$ cat src/hw/rtl/sbir_pkg.sv
// Shared types and constants for the sorted bucket insert/remove unit.
// No dependencies; imported by sbir_cell and sorted_bucket_insert_remove_unit.
package sbir_pkg;

    localparam int KEY_W           = 32;
    localparam int CAP_W           = 5;
    localparam int CNT_OUT_W       = 5;
    localparam int MAX_ENTRIES_DEF = 16;
    localparam logic [CAP_W-1:0] CAPACITY_RST = 5'd16;

    // Command codes
    localparam logic OP_INSERT = 1'b0;
    localparam logic OP_REMOVE = 1'b1;

    // Input beat
    typedef struct packed {
        logic                     opcode;
        logic signed [KEY_W-1:0]  key;
    } in_t;

    // Result beat
    typedef struct packed {
        logic                  accepted;
        logic [CNT_OUT_W-1:0]  entry_count;
    } out_t;

    // Broadcast control from the sequencer to every cell
    typedef struct packed {
        logic                     compare;
        logic                     shift_ins;
        logic                     shift_rem;
        logic signed [KEY_W-1:0]  key;
    } cell_ctl_t;

endpackage

$ cat src/hw/rtl/sorted_bucket_insert_remove_unit.sv
// Top level of the sorted bucket insert/remove unit: sequencer, count and
// capacity registers around a chain of sbir_cell slots. Depends on sbir_pkg.
//
// Usage:
//   Command channel: drive cmd and raise start; the beat is taken on a rising
//   edge with start high and busy low. opcode OP_INSERT places key in front of
//   the first stored key that is not smaller; OP_REMOVE deletes the first
//   stored key equal to key.
//   Result channel: done is high for one cycle with result valid (accepted
//   flag and entry count after the step). The receiver cannot stall it.
//   Configuration: cfg_data is written to the capacity register on an edge
//   with cfg_valid and cfg_ready high; cfg_ready is high while idle.
//   Sequence: after the accepting edge, a compare state in which every cell
//   compares its key in parallel, then a shift state in which the chain
//   shifts; done is registered from the shift state and stays high for one
//   result cycle. A new command is taken in the result cycle, not before the
//   previous command has completed its compare/shift sequence.
//   Reset: the key count clears to zero and capacity returns to 16; the slot
//   contents are not cleared, slots above the count are never consulted.
module sorted_bucket_insert_remove_unit #(
    parameter int MAX_ENTRIES = sbir_pkg::MAX_ENTRIES_DEF
) (
    input  logic                        clk,
    input  logic                        rst_n,
    input  logic                        start,
    output logic                        busy,
    input  sbir_pkg::in_t               cmd,
    output logic                        done,
    output sbir_pkg::out_t              result,
    input  logic                        cfg_valid,
    output logic                        cfg_ready,
    input  logic [sbir_pkg::CAP_W-1:0]  cfg_data
);
    import sbir_pkg::*;

    localparam int CNT_W = $clog2(MAX_ENTRIES + 1);
    localparam int CMP_W = (CNT_W > CAP_W) ? CNT_W : CAP_W;

    localparam logic [1:0] ST_IDLE  = 2'd0;
    localparam logic [1:0] ST_CMP   = 2'd1;
    localparam logic [1:0] ST_APPLY = 2'd2;

    logic [1:0]              state_reg;
    logic [1:0]              state_next;
    logic [CNT_W-1:0]        count_reg;
    logic [CNT_W-1:0]        count_next;
    logic [CAP_W-1:0]        capacity_reg;
    logic                    op_reg;
    logic signed [KEY_W-1:0] key_reg;
    logic                    done_reg;
    out_t                    result_reg;
    out_t                    result_next;

    cell_ctl_t               ctl;
    logic                    full;
    logic                    found;
    logic                    ins_ok;
    logic                    rem_ok;

    logic signed [KEY_W-1:0] key_vec  [MAX_ENTRIES];
    logic [MAX_ENTRIES-1:0]  less_vec;
    logic [MAX_ENTRIES-1:0]  eq_vec;

    // Decide the outcome from the registered compare flags
    always_comb
    begin
        full   = (CMP_W'(count_reg) >= CMP_W'(capacity_reg))
              || (count_reg >= CNT_W'(MAX_ENTRIES));
        found  = |eq_vec;
        ins_ok = (state_reg == ST_APPLY) && (op_reg == OP_INSERT) && !full;
        rem_ok = (state_reg == ST_APPLY) && (op_reg == OP_REMOVE) && found;

        ctl.compare   = (state_reg == ST_CMP);
        ctl.shift_ins = ins_ok;
        ctl.shift_rem = rem_ok;
        ctl.key       = key_reg;
    end

    // Advance the sequencer and the count
    always_comb
    begin
        state_next = state_reg;
        count_next = count_reg;
        case (state_reg)
            ST_IDLE:
            begin
                if (start)
                begin
                    state_next = ST_CMP;
                end
            end
            ST_CMP:
            begin
                state_next = ST_APPLY;
            end
            ST_APPLY:
            begin
                state_next = ST_IDLE;
                if (ins_ok)
                begin
                    count_next = count_reg + 1'b1;
                end
                else if (rem_ok)
                begin
                    count_next = count_reg - 1'b1;
                end
            end
            default:
            begin
                state_next = ST_IDLE;
            end
        endcase
        result_next.accepted    = ins_ok || rem_ok;
        result_next.entry_count = CNT_OUT_W'(count_next);
    end

    // Control registers
    always_ff @(posedge clk or negedge rst_n)
    begin
        if (!rst_n)
        begin
            state_reg    <= ST_IDLE;
            count_reg    <= '0;
            capacity_reg <= CAPACITY_RST;
            done_reg     <= 1'b0;
        end
        else
        begin
            state_reg <= state_next;
            count_reg <= count_next;
            done_reg  <= (state_reg == ST_APPLY);
            if (cfg_valid && cfg_ready)
            begin
                capacity_reg <= cfg_data;
            end
        end
    end

    // Capture the command beat and the result beat
    always_ff @(posedge clk)
    begin
        if (start && !busy)
        begin
            op_reg  <= cmd.opcode;
            key_reg <= cmd.key;
        end
        if (state_reg == ST_APPLY)
        begin
            result_reg <= result_next;
        end
    end

    // Chain of slots, each wired to its neighbors
    for (genvar i = 0; i < MAX_ENTRIES; i++)
    begin : g_cell
        logic signed [KEY_W-1:0] lkey;
        logic                    lless;
        logic signed [KEY_W-1:0] rkey;
        logic                    use_slot;

        if (i == 0)
        begin : g_first
            assign lkey  = key_reg;
            assign lless = 1'b1;
        end
        else
        begin : g_mid
            assign lkey  = key_vec[i-1];
            assign lless = less_vec[i-1];
        end

        if (i == MAX_ENTRIES - 1)
        begin : g_last
            assign rkey = key_vec[i];
        end
        else
        begin : g_inner
            assign rkey = key_vec[i+1];
        end

        assign use_slot = (CNT_W'(i) < count_reg);

        sbir_cell u_cell (
            .clk       (clk),
            .ctl       (ctl),
            .in_use    (use_slot),
            .left_key  (lkey),
            .left_less (lless),
            .right_key (rkey),
            .key_out   (key_vec[i]),
            .less_out  (less_vec[i]),
            .eq_out    (eq_vec[i])
        );
    end

    assign busy      = (state_reg != ST_IDLE);
    assign cfg_ready = !busy;
    assign done      = done_reg;
    assign result    = result_reg;

`ifndef SYNTHESIS
    a_done_after_apply: assert property (@(posedge clk) disable iff (!rst_n)
        done |-> $past(state_reg) == ST_APPLY)
        else $error("done without a shift cycle");

    a_count_bound: assert property (@(posedge clk) disable iff (!rst_n)
        count_reg <= CNT_W'(MAX_ENTRIES))
        else $error("key count above slot count");

    a_insert_count: assert property (@(posedge clk) disable iff (!rst_n)
        done && result.accepted && (op_reg == OP_INSERT)
        |-> count_reg == $past(count_reg) + 1'b1)
        else $error("accepted insert did not bump count");

    a_remove_count: assert property (@(posedge clk) disable iff (!rst_n)
        done && result.accepted && (op_reg == OP_REMOVE)
        |-> count_reg == $past(count_reg) - 1'b1)
        else $error("accepted remove did not drop count");

    a_refused_count: assert property (@(posedge clk) disable iff (!rst_n)
        done && !result.accepted |-> count_reg == $past(count_reg))
        else $error("refused command changed count");
`endif

endmodule

$ cat src/hw/rtl/sbir_cell.sv
// One slot of the sorted key chain: holds a key, compares it with the broadcast
// key and shifts to or from its neighbors. Depends on sbir_pkg.
module sbir_cell (
    input  logic                              clk,
    input  sbir_pkg::cell_ctl_t               ctl,
    input  logic                              in_use,
    input  logic signed [sbir_pkg::KEY_W-1:0] left_key,
    input  logic                              left_less,
    input  logic signed [sbir_pkg::KEY_W-1:0] right_key,
    output logic signed [sbir_pkg::KEY_W-1:0] key_out,
    output logic                              less_out,
    output logic                              eq_out
);
    import sbir_pkg::*;

    logic signed [KEY_W-1:0] key_reg;
    logic signed [KEY_W-1:0] key_next;
    logic                    less_reg;
    logic                    eq_reg;

    // Pick the new slot content for an insert or remove shift
    always_comb
    begin
        key_next = key_reg;
        if (ctl.shift_ins)
        begin
            if (!less_reg)
            begin
                key_next = left_less ? ctl.key : left_key;
            end
        end
        else if (ctl.shift_rem)
        begin
            if (!less_reg)
            begin
                key_next = right_key;
            end
        end
    end

    // Hold the key and the compare flags; no reset on payload
    always_ff @(posedge clk)
    begin
        if (ctl.compare)
        begin
            less_reg <= in_use && (key_reg < ctl.key);
            eq_reg   <= in_use && (key_reg == ctl.key);
        end
        key_reg <= key_next;
    end

    assign key_out  = key_reg;
    assign less_out = less_reg;
    assign eq_out   = eq_reg;

endmodule
$ cat config.mk
export PLATFORM = sky130hd
export DESIGN_NAME = sorted_bucket_insert_remove_unit
export DESIGN_NICKNAME = d
export VERILOG_FILES = /design/src/hw/rtl/sbir_pkg.sv /design/src/hw/rtl/sorted_bucket_insert_remove_unit.sv /design/src/hw/rtl/sbir_cell.sv
export SDC_FILE = /design/constraint.sdc
export NUM_CORES = 2
export LEC_CHECK = 0
export ABC_AREA = 0
export BUFFER_PORTS_ARGS = -buffer_cell sky130_fd_sc_hd__buf_4
export CORE_MARGIN = 4
export CORE_UTILIZATION = 30
export DETAILED_ROUTE_END_ITERATION = 7
export PLACE_DENSITY = 0.41
export SKIP_CTS_REPAIR_TIMING = 1
export SLEW_MARGIN = 20
export SYNTH_ARGS = -nofsm -noshare
export SYNTH_HDL_FRONTEND = slang
export SYNTH_SLANG_ARGS = --single-unit
export TNS_END_PERCENT = 50
$ cat constraint.sdc
create_clock -name clk -period 5.12 [get_ports clk]
set_clock_uncertainty 0.2 [all_clocks]
set_input_delay 0.256 -clock clk [delete_from_list [all_inputs] [get_ports clk]]
set_output_delay 0.256 -clock clk [all_outputs]
set_load 0.005 [all_outputs]
==> run metrics <==
vias per cell 4.99; CP endpoint kind register; clock root buffer master clkbuf_16; max frequency 0.246 GHz; post-route core utilization 34.3%; EDFF count, synth 583; asr flop ratio synth 2.18%; crit path max fanout 17; global route overflow 0; Leakage 19.2 nW; vias in the first global route 28800; Num Clock Sinks 596; layout cell share with drive strength beyond 1 7.90%; Hold Slack -8.68 ps; DR DRC count 0; setup TNS 0 ps; Diodes inserted 0; crit share post-route 79.5%; Peak VDD IR 0.195 mV; CTS buffer count 78; Seq cells post-synth 596; Post-Syn Area per Cell 10.7 um2; Worst slew margin 23.7%; H-tree depth 3; Netlist cell types 60; post-DP HPWL 90.9 mm; max reg flops 512; via count 28000; remaining antenna violation count 0; sequential-to-total area share from yosys stat 44.6%; Clock Latency Late Sink 650 ps; I/O pin count 51; Buffers on Ports 50; largest net degree at the start of global routing 161; Placement Rows 133; drt first-iter violations 1565; top_reg_cell synth edfxtp_1; mux share of post-synthesis cell area 12.3%; critical path startpoint category register; Final Setup Violations 0; post-synth top area share 43.8%; max-slew violation count 0; failing checks negative hold slack; commonest cells in the netlist nand2_1 (596), edfxtp_1 (583), ha_1 (520); CP required 5300 ps; compound-cell area share of the yosys netlist 12.7%; simple-gate share of the synthesized area 10.4%; top area cells in the synthesized netlist edfxtp_1 (44%), ha_1 (16%), mux2i_1 (11%), o21ai_1 (5.7%), nand2_1 (5.6%); Final #Nets 4354; critical path class reg -> reg; RSZ-0062 raised after global routing false; clk slew on worst S/H paths 60 ps; WL/cell 21.2 um; number of fill cells 13400; largest family of logic cells by synthesized area adder cells; Hold Violations, Final 1; Max-Cap Viols 0; adder-cell share of the synthesized area 16.3%; power per cell area 299 mW/mm2; synth warn 0; Worst EP arrival 4250 ps; global-route wire length before repair 182 mm; Mapped Nets 4287; CTS Buffer Depth 3; die outline area 0.139 mm2; All-Layer GR Usage 16.7%; cells after synthesis 3725; drt first pass iters 6; Tmin final 4070 ps; Final GP Congestion 0.779; Die Span X 373 um; status complete, but fails checks; xor/xnor share of the synthesized area 0.0657%; CTS tree yes; Initial Utilization 30.3%; Synth area leader edfxtp_1; top-count cell post-synth nand2_1; transition time of the tightest slew-check pin 1130 ps; Worst Hold Class in -> reg; Core Area 0.132 mm2; initial antenna violation count 0; Syn-to-layout area delta 13.2%; Detailed Route WL 119 mm; Die Ht 373 um; post-synthesis cell area 0.0400 mm2
## layout make-up
cell class | instances | area [um2] | area share [%]
multi-input combinational | 2849 | 20900 | 46.0
clock buffer | 101 | 2080 | 4.59
sequential | 596 | 17800 | 39.4
inverter | 74 | 278 | 0.613
tap | 1755 | 2200 | 4.85
timing repair buffer | 193 | 1750 | 3.87
clock inverter | 37 | 293 | 0.647
## per-stage QoR
step	instances	setup WS (ps)	area, um2	power [W]
after global routing	5605	823	45300	0.0143
after floorplan	3725	1110	40000	0.00745
after CTS	5552	941	44700	0.0137
after detailed placement	5414	980	42300	0.00829
after global placement	5412	953	42300	0.00828
final	5605	1050	45300	0.0136
## worst max-delay path, cell delays in order (launching register included)
cell,delay [ps]
edfxtp_1,830
inv_1,640
ha_1,560
nand4_1,140
or3_1,460
nand3b_1,340
a31oi_1,390
o21a_1,180
nor3_1,40
## final timing paths
kind | startpoint | endpoint | slack (ps) | cells past startpoint
setup / recovery | g_cell[0].lkey[31] | g_cell[9].u_cell.less_out | 1050 | 8
hold / removal | cfg_valid | capacity_reg[0] | -9 | 3
setup reg to reg | g_cell[0].lkey[31] | g_cell[9].u_cell.less_out | 1050 | 8
hold reg to reg | state_reg[1] | state_reg[1] | 310 | 1
max in group asynchronous | rst_n | state_reg[0] | 3220 | 4
min in group asynchronous | rst_n | capacity_reg[4] | 440 | 3
## cells in the final DEF, fill, tap and decap left out, drive strengths merged, types with 38 or more instances in the layout
master	count
a21o	51
a21oi	188
buf	143
clkbuf	101
dlygate4sd3	50
edfxtp	583
ha	520
inv	75
mux2i	454
nand2	596
nand3	38
nand4	82
nor2	63
o21ai	555
## per-layer routing
metal | vias to the layer above | share of wire [%] | global-route usage, %
met4 | 0 | 1.9 | 4.12
met3 | 124 | 2.9 | 1.88
met2 | 350 | 44 | 26.4
met5 | - | 0 | 0
met1 | 13300 | 51 | 24.3
li1 | 14200 | - | -
## cell families (layout without fill, tap and decap cells)
group | after synthesis | count (layout)
fa+ha+maj | 520 | 520
flops | 596 | 596
buf+inv | 280 | 405
mux | 486 | 486
simple gates | 929 | 929
xor+xnor | 3 | 3
compound gates | 911 | 911
## power by group
part | switching (W) | internal (W) | leakage (nW) | total [W]
registers | 0.000254 | 0.00560 | 5.46 | 0.00586
logic | 0.00142 | 0.000952 | 12.6 | 0.00237
clock network | 0.00224 | 0.00310 | 1.17 | 0.00533
(Power assumes the default switching activity.)
